File: src/tcw_pkg.sv
// ----------------------------------------------------------------------------
// Text console writer package
// Screen geometry, character codes, request kinds and controller commands.
// ----------------------------------------------------------------------------
`timescale 1ns / 1ps
`default_nettype none

package tcw_pkg;

  // Screen geometry
  localparam int SCREEN_ROWS = 25;
  localparam int SCREEN_COLS = 80;
  localparam int SCREEN_CELLS = SCREEN_ROWS * SCREEN_COLS;

  // Widths derived from the geometry
  localparam int ROW_W  = $clog2(SCREEN_ROWS);
  localparam int CIDX_W = $clog2(SCREEN_COLS);
  localparam int COL_W  = $clog2(SCREEN_COLS + 1);
  localparam int ADDR_W = $clog2(SCREEN_CELLS);

  // Character and attribute codes
  localparam logic [7:0] RESET_COLOR  = 8'd14;
  localparam logic [7:0] BLANK_CHAR   = 8'h20;
  localparam logic [7:0] NEWLINE_CHAR = 8'h0a;
  localparam logic [7:0] PRINT_LOW    = 8'h20;
  localparam logic [7:0] PRINT_HIGH   = 8'h7e;
  localparam logic [7:0] SUBST_CHAR   = 8'hfe;

  // Request kinds
  localparam logic [1:0] KIND_RAW  = 2'd0;
  localparam logic [1:0] KIND_TEXT = 2'd1;
  localparam logic [1:0] KIND_READ = 2'd2;

  // Register word index
  localparam logic REG_TEXT_COLOR = 1'b0;

  // Controller to datapath commands
  typedef struct packed {
    logic capture;   // latch the incoming request
    logic execute;   // update the screen or issue the cell read
    logic load_out;  // move the result into the output register
  } tcw_cmd_t;

endpackage

`default_nettype wire

File: src/tcw_ctrl.sv
// ----------------------------------------------------------------------------
// Text console writer controller
// Sequences one request at a time through capture, execute and result.
// ----------------------------------------------------------------------------
`timescale 1ns / 1ps
`default_nettype none

module tcw_ctrl
  import tcw_pkg::*;
(
  input  logic     clk,
  input  logic     rst,
  input  logic     s_tvalid,
  output logic     s_tready,
  output logic     m_tvalid,
  input  logic     m_tready,
  output tcw_cmd_t cmd
);

  typedef enum logic [1:0] {
    ST_IDLE,
    ST_EXEC,
    ST_RESULT
  } state_t;

  state_t state;
  logic   out_valid;

  // Decode commands from the current state
  always_comb begin
    s_tready     = (state == ST_IDLE);
    cmd.capture  = s_tvalid && (state == ST_IDLE);
    cmd.execute  = (state == ST_EXEC);
    cmd.load_out = (state == ST_RESULT) && (!out_valid || m_tready);
  end

  assign m_tvalid = out_valid;

  // Advance state, hold the output valid flag
  always_ff @(posedge clk) begin
    if (rst) begin
      state     <= ST_IDLE;
      out_valid <= 1'b0;
    end else begin
      unique case (state)
        ST_IDLE: begin
          if (cmd.capture) state <= ST_EXEC;
        end
        ST_EXEC: begin
          state <= ST_RESULT;
        end
        ST_RESULT: begin
          if (cmd.load_out) state <= ST_IDLE;
        end
        default: begin
          state <= ST_IDLE;
        end
      endcase
      if (cmd.load_out) begin
        out_valid <= 1'b1;
      end else if (m_tready) begin
        out_valid <= 1'b0;
      end
    end
  end

endmodule

`default_nettype wire

File: config.mk
export PLATFORM = sky130hd
export DESIGN_NAME = tcw_ctrl
export DESIGN_NICKNAME = d
export VERILOG_FILES = /design/src/tcw_pkg.sv /design/src/tcw_ctrl.sv
export SDC_FILE = /design/constraint.sdc
export NUM_CORES = 1
export LEC_CHECK = 0
export BUFFER_PORTS_ARGS = -buffer_cell sky130_fd_sc_hd__buf_2
export CELL_PAD_IN_SITES_DETAIL_PLACEMENT = 0
export CELL_PAD_IN_SITES_GLOBAL_PLACEMENT = 2
export CORE_AREA = 2 2 39 41
export DETAILED_ROUTE_END_ITERATION = 6
export DIE_AREA = 0 0 41 43
export PLACE_DENSITY_LB_ADDON = 0.1
export SYNTH_ARGS = -nofsm -noshare
export SYNTH_HDL_FRONTEND = slang
export SYNTH_SLANG_ARGS = --single-unit
File: constraint.sdc
create_clock -name clk -period 1 [get_ports clk]
set_clock_uncertainty 0.2 [all_clocks]
set_input_delay 0 -clock clk [delete_from_list [all_inputs] [get_ports clk]]
set_output_delay 0 -clock clk [all_outputs]
set_load 0.02 [all_outputs]
* Yosys cells after proc, flatten, opt, wreduce, memory -nomap -nowiden
Cells that the tools add are included.
** Word-level totals
- Input bits :: 4
- Output and inout port bits :: 5
- Flip-flop bits (word level) :: 3
** Cells by class
- Eq/ne operators :: 4
- Mux-type cells :: 5
- Reduce and logical (&&, ||, !) cells :: 7
** Operators with widths (count)
- $pmux W2 S3 :: 1
- $mux W2 :: 2
- $eq A2 B1 Y1 const B :: 1
- $eq A2 B2 Y1 const B :: 1
- $logic_and A1 B1 Y1 :: 2
- $logic_not A2 Y1 :: 1
- $mux W1 :: 2
- $ne A2 B1 Y1 const B :: 1
- $ne A2 B2 Y1 const B :: 1
- $reduce_and A2 Y1 :: 1
- $reduce_bool A2 Y1 :: 1
- $logic_not A1 Y1 :: 1
- $logic_or A1 B1 Y1 :: 1

* Depth between registers and ports, before layout
Gate-level depths: netlist (run 1).
- Depth after elaboration :: 5
- Mapped depth :: 2
- Mapped depth without buffers :: 2

* Worst setup path after synthesis (run 1)
OpenSTA, ideal clock, no wires.
- Path kind :: reg-to-reg
- From :: register state[1]
- To :: register state[0]
- Stages on the path, launching flop included :: 3
- Clock period less this slack :: 1122 ps
- Setup time :: 66 ps
- Setup slack :: -122 ps
- Arrival time :: 856 ps
- Cell sequence :: dfxtp_1 -> nor3b_2 -> nor2b_1
** RTL lines
- from (decl) :: line tcw_ctrl.sv:26 : state_t state;
- from (signal assigned) :: line tcw_ctrl.sv:42 : state <= ST_IDLE;
- from (signal assigned) :: line tcw_ctrl.sv:47 : if (cmd.capture) state <= ST_EXEC;
- from (signal assigned) :: line tcw_ctrl.sv:50 : state <= ST_RESULT;

==> reports/results.txt, run 1 <==
status: finished, violations left
failing checks: hold timing, setup timing
Worst setup SP type: register
antenna cell count: 0
CTS tree: done
DR vias: 142
initial drt markers: 0
Rel. slew slack: 89.1%
first-pass GRT wire length: 690 um
antenna-violating nets left: 0
critical path arrival: 0.98 ns
synth unique cells: 9
worst vdd ir: 0.280 mV
TritonCTS Buffers: 3
post-synthesis area per instance: 10.7 um^2
final-report setup violation count: 6
Post-synth EDFFs: 0
max-slew violations: 0
CP Capture Type: output pin
crit path max fanout: 5
Core Region: 1380 um^2
CP Class: register to output pin
DRT Pass-1 Iters: 1
GRT Residual Overflow: 0
vias per inst: 3.30
WL/cell: 9.02 um
Clock power frac: 49.9%
buffer depth of the longest clock path: 2
Die Span X: 41 um
worst hold slack: -0.145 ns
max-cap violations: 0
CTS Hold Buffers Added: 1
Sequential Power Share: 31.1%
Worst-Skew Late Latency: 0.23 ns
Sw Ratio: 24.7%
Leak: 0.134 nW
# DRC: 0
Place WS: -0.0686 ns
synthesis-to-finish area growth: 109%
cell area power density: 1480 nW/um^2
RSZ-0062 raised after global routing: true
Hold Violations, Final: 1
Inst Count DP: 37
Worst-path clk slew: 0.04 ns
Synth top cells by count: dfxtp_1, nand2b_1, nor2b_1
Final nets: 32
die extent in y: 43 um
fmax: 849 MHz
Main synth FF type: dfxtp_1
Final WS setup: -0.178 ns
mapped cell area: 139 um^2
Critical Path RT: 0.80 ns
vias in the first global route: 171
I/O pins: 9
Worst Max-Slew Pin Slew: 0.163 ns
total wire length: 388 um
initial cell density of the core: 10.0%
GP Congestion: 0.596
Post-Synthesis Cells: 13
Root Driver: clkbuf_4
Seq cells post-synth: 3
fraction of layout cells with a size suffix above 1: 70.4%
largest net degree at the start of global routing: 6
placed wire-length estimate: 291 um
min Tclk post-route: 1.18 ns
register area: 68.8 um^2
initial antenna violation count: 0
final-layout fill cell count: 159
die area: 1760 um^2
post-synth top area cell: dfxtp_1
Int Power: 323 uW
most frequent cell after synthesis: dfxtp_1
non-filler cells, final: 43
Synth async-reset ratio: 0%
switching pwr: 106 uW
IO Port Bufs: 8
H-Tree Level Count: 1
worst min path class: input pin to register
gr usage total: 6.51%
Gate power share: 19.0%
Synth area leaders: dfxtp_1, and4bb_1, nand2b_1
syn_nets: 17
Tcrit/Tclk final: 118%
area of the multi-input gates: 100 um^2
Yosys warning total: 0
Sinks on Clock Net: 3
register area share after synthesis: 43.2%
Synth top area share: 43.2%
Rows: 14
area by class of cell:
| type | count | area share [%] |
|---|---|---|
| multi-input cells | 10 | 34.5 |
| well taps | 16 | 6.90 |
| clock buffers | 4 | 9.05 |
| flip-flops and latches | 3 | 23.7 |
| repair buffers | 10 | 25.9 |
flip-flops by register name, summed over array words and instances (netlist names):
name / cells
state: 2
m_tvalid: 1
logic make-up (layout without fill, tap and decap cells):
family	Yosys count	in the layout	synth area share, %
simple gates	8	8	45.9
flops	3	3	43.2
compound gates	2	2	10.8
buf+inv	0	14	0
path summary, 6_finish.rpt:
check / start / endpoint / slack [ns] / cells past startpoint
max reg2reg: state[1] / state[0] / -0.07 / 3
min reg2reg: m_tvalid / m_tvalid / 0.30 / 2
max: state[0] / cmd[0] / -0.18 / 3
min: m_tready / m_tvalid / -0.15 / 3
power by group through the flow:
stage | Combinational [mW] | Sequential, mW | Clock, mW
after CTS | 0.0750 | 0.134 | 0.229
after detailed placement | 0.0584 | 0.138 | 0
after global routing | 0.0869 | 0.135 | 0.250
after global placement | 0.0584 | 0.138 | 0
after floorplan | 0.0363 | 0.137 | 0
final | 0.0817 | 0.134 | 0.214
metrics by stage:
stage               cell area (um^2)  total power, mW  TNS [ns]  utilization (%)
floorplan                        149            0.173   -0.0898                -
global placement                 209            0.196   -0.0741             15.1
detailed placement               209            0.196   -0.0686             15.1
CTS                              275            0.438    -0.656             19.9
global route                     290            0.472    -0.912             21.0
finish                           290            0.430    -0.666             21.0
routing by layer:
metal  global-route usage (%)  vias to the layer above  share of wire [%]
li1                         -                       72                  -
met1                     7.35                       67                 41
met2                     7.50                        3                 56
met3                     3.14                        0                2.6
met4                     8.00                        0                  0
met5                        0                        -                  0
cell usage in the layout, fill, tap and decap left out:
master and count:
nand2b_1 1, nor3b_4 1, dlygate4sd3_1 1, and2b_4 1, and4bb_1 1, buf_6 2
buf_2 4, dfxtp_2 1, nor2b_1 1, buf_4 3, nor2b_4 1, nor2_1 1
nand2b_4 1, clkbuf_4 3, o21ba_1 1, dfxtp_4 2, a21oi_1 1, clkbuf_1 1
worst max-delay path, stage by stage (launching register included):
cell	delay, ns
dfxtp_4	0.36
nand2b_4	0.14
nor2b_1	0.10
buf_4	0.15
what timing repair did:
item / 4_1_cts / 5_1_grt
gates resized for setup: 9 / 1
setup endpoints to repair: 5 / 6
buffers inserted: 0 / 1
endpoints found under the hold margin: 3 / 1
pin swaps: 0 / 3
No activity file was read; power rests on OpenSTA's default activity.
==> run 2, diff against run 1 <==
--- a/config.mk
+++ b/config.mk
@@ -5,7 +5,7 @@
 export SDC_FILE = /design/constraint.sdc
 export NUM_CORES = 1
 export LEC_CHECK = 0
-export BUFFER_PORTS_ARGS = -buffer_cell sky130_fd_sc_hd__buf_2
+export BUFFER_PORTS_ARGS = -buffer_cell sky130_fd_sc_hd__buf_4
 export CELL_PAD_IN_SITES_DETAIL_PLACEMENT = 0
 export CELL_PAD_IN_SITES_GLOBAL_PLACEMENT = 2
 export CORE_AREA = 2 2 39 41
==> run 2 against run 1 <==
Effect of this change:
- the flow still finishes with violations (hold timing, setup timing)
- sequential share of layout area decreased by 1.6 points
- flip-flop and latch count stayed put
- combinational power rose by 9.8%
- die area stayed put
- worst setup slack improved by 0.025 ns
- clock-buffer cell count is the same
- largest cell class unchanged
- largest power group unchanged
- highest routed layer unchanged
==> reports/results.txt, run 2 (synthesized netlist as in run 1, its figures left out) <==
Biggest register: state (unchanged)
TritonCTS Buffers: 3 (unchanged)
max-cap violations: 0 (unchanged)
flip-flop count of the largest register after layout: 2 (unchanged)
gr usage total: 7.12% (was 6.51%)
Rel. slew slack: 88.7% (was 89.1%)
# DRC: 0 (unchanged)
CP Class: register to output pin (unchanged)
final-report setup violation count: 6 (unchanged)
Core Region: 1380 um^2 (unchanged)
Rows: 14 (unchanged)
slowest CP cell: dfxtp_4 (unchanged)
first-pass GRT wire length: 696 um (was 690 um)
Root Driver: clkbuf_4 (unchanged)
worst path cell trace: nand2b_4 > nor2b_4 > buf_6 (was nand2b_4 > nor2b_1 > buf_4)
antenna cell count: 0 (unchanged)
Clock power frac: 48.2% (was 49.9%)
status: finished, violations left (unchanged)
fmax: 868 MHz (was 849 MHz)
Worst-path clk slew: 0.04 ns (about the same)
Worst-Skew Late Latency: 0.23 ns (about the same)
I/O pins: 9 (unchanged)
H-Tree Level Count: 1 (unchanged)
Die Span X: 41 um (unchanged)
DRT Pass-1 Iters: 1 (unchanged)
initial antenna violation count: 0 (unchanged)
largest net degree at the start of global routing: 6 (unchanged)
IO Port Bufs: 8 (unchanged)
Tcrit/Tclk final: 115% (was 118%)
DR vias: 140 (was 142)
setup TNS: -0.608 ns (was -0.666 ns)
Leak: 0.147 nW (was 0.134 nW)
max-slew violations: 0 (unchanged)
RSZ-0062 raised after global routing: true (unchanged)
Sw Ratio: 23.6% (was 24.7%)
vias per inst: 3.26 (was 3.30)
Final nets: 32 (unchanged)
synthesis-to-finish area growth: 124% (was 109%)
commonest non-fill, non-tap cells in the layout: buf_4, clkbuf_4, buf_6 (was buf_2, clkbuf_4, buf_4)
Crit path largest cell delay: 0.35 ns (was 0.36 ns)
WL/cell: 8.74 um (was 9.02 um)
Sequential Power Share: 31.0% (was 31.1%)
initial cell density of the core: 10.0% (unchanged)
vias in the first global route: 172 (was 171)
Worst setup SP type: register (unchanged)
commonest non-fill, non-tap cell in the layout: buf_4 (was buf_2)
GP Congestion: 0.622 (was 0.596)
Hold Violations, Final: 1 (unchanged)
fraction of layout cells with a size suffix above 1: 74.1% (was 70.4%)
die extent in y: 43 um (unchanged)
Gate power share: 20.8% (was 19.0%)
failing checks: hold timing, setup timing (unchanged)
GRT Residual Overflow: 0 (unchanged)
switching pwr: 102 uW (was 106 uW)
total wire length: 376 um (was 388 um)
antenna-violating nets left: 0 (unchanged)
Place WS: -0.0658 ns (was -0.0686 ns)
worst min path class: input pin to register (unchanged)
initial drt markers: 0 (unchanged)
Final WS setup: -0.152 ns (was -0.178 ns)
critical path arrival: 0.95 ns (was 0.98 ns)
Worst Max-Slew Pin Slew: 0.169 ns (was 0.163 ns)
CTS tree: done (unchanged)
Critical Path RT: 0.80 ns (about the same)
CP Capture Type: output pin (unchanged)
min Tclk post-route: 1.15 ns (was 1.18 ns)
Int Power: 329 uW (was 323 uW)
buffer depth of the longest clock path: 2 (unchanged)
CTS Hold Buffers Added: 1 (unchanged)
worst hold slack: -0.140 ns (was -0.145 ns)
cell area power density: 1380 nW/um^2 (was 1480 nW/um^2)
die area: 1760 um^2 (unchanged)
worst vdd ir: 0.177 mV (was 0.280 mV)
crit path max fanout: 5 (unchanged)
Sinks on Clock Net: 3 (unchanged)
run 2: cell type report:
class / instances / area [um^2]
Multi-Input combinational cell: 10 / 108
Timing Repair Buffer: 10 / 88.8
Tap cell: 16 / 20.0
Sequential cell: 3 / 68.8
Clock buffer: 4 / 26.3
Fill cell: 160 / 1070
run 2: what timing repair did:
item | in CTS | in global routing
resized for setup | 4 | 5
endpoints found under the hold margin | 3 | 1
buffers inserted | 1 | 0
endpoints found under the setup margin | 5 | 6
pin swaps | 1 | 2
gates cloned | 0 | 0
run 2: path summary, 6_finish.rpt:
kind,startpoint,end,slack [ns],cells past startpoint
setup / recovery,state[0],cmd[0],-0.15,3
hold / removal,m_tready,m_tvalid,-0.14,3
setup reg to reg,state[1],state[0],-0.08,3
hold reg to reg,m_tvalid,m_tvalid,0.31,2
run 2: through the flow:
stage	std cells	hold slack, ns	utilization, %	area [um^2]	total power [mW]
2_1_floorplan	13	-0.138	-	149	0.173
3_3_place_gp	37	-0.0188	16.5	229	0.207
3_5_place_dp	37	-0.0201	16.5	229	0.207
4_1_cts	43	-0.161	21.0	290	0.442
5_1_grt	43	-0.125	22.5	312	0.470
6_report	43	-0.140	22.5	312	0.431
run 2: power groups by stage:
stage / sequential, mW / clock (mW) / combinational, mW
finish: 0.134 / 0.208 / 0.0897
floorplan: 0.137 / 0 / 0.0363
global route: 0.135 / 0.239 / 0.0958
detailed placement: 0.138 / 0 / 0.0692
global placement: 0.138 / 0 / 0.0690
CTS: 0.135 / 0.223 / 0.0836
run 2: critical path: cells and delay by family (launching register included):
kind                   cells  cell delay, ns
and+or+nand+nor            2            0.25
DFF                        1            0.35
buffers and inverters      1            0.11
run 2: per-layer routing:
| layer | global-route usage (%) | wire length (um) |
|---|---|---|
| met1 | 7.69 | 163 |
| met3 | 4.71 | 6 |
| met5 | 0 | 0 |
| met2 | 7.19 | 206 |
| met4 | 10.0 | 0 |
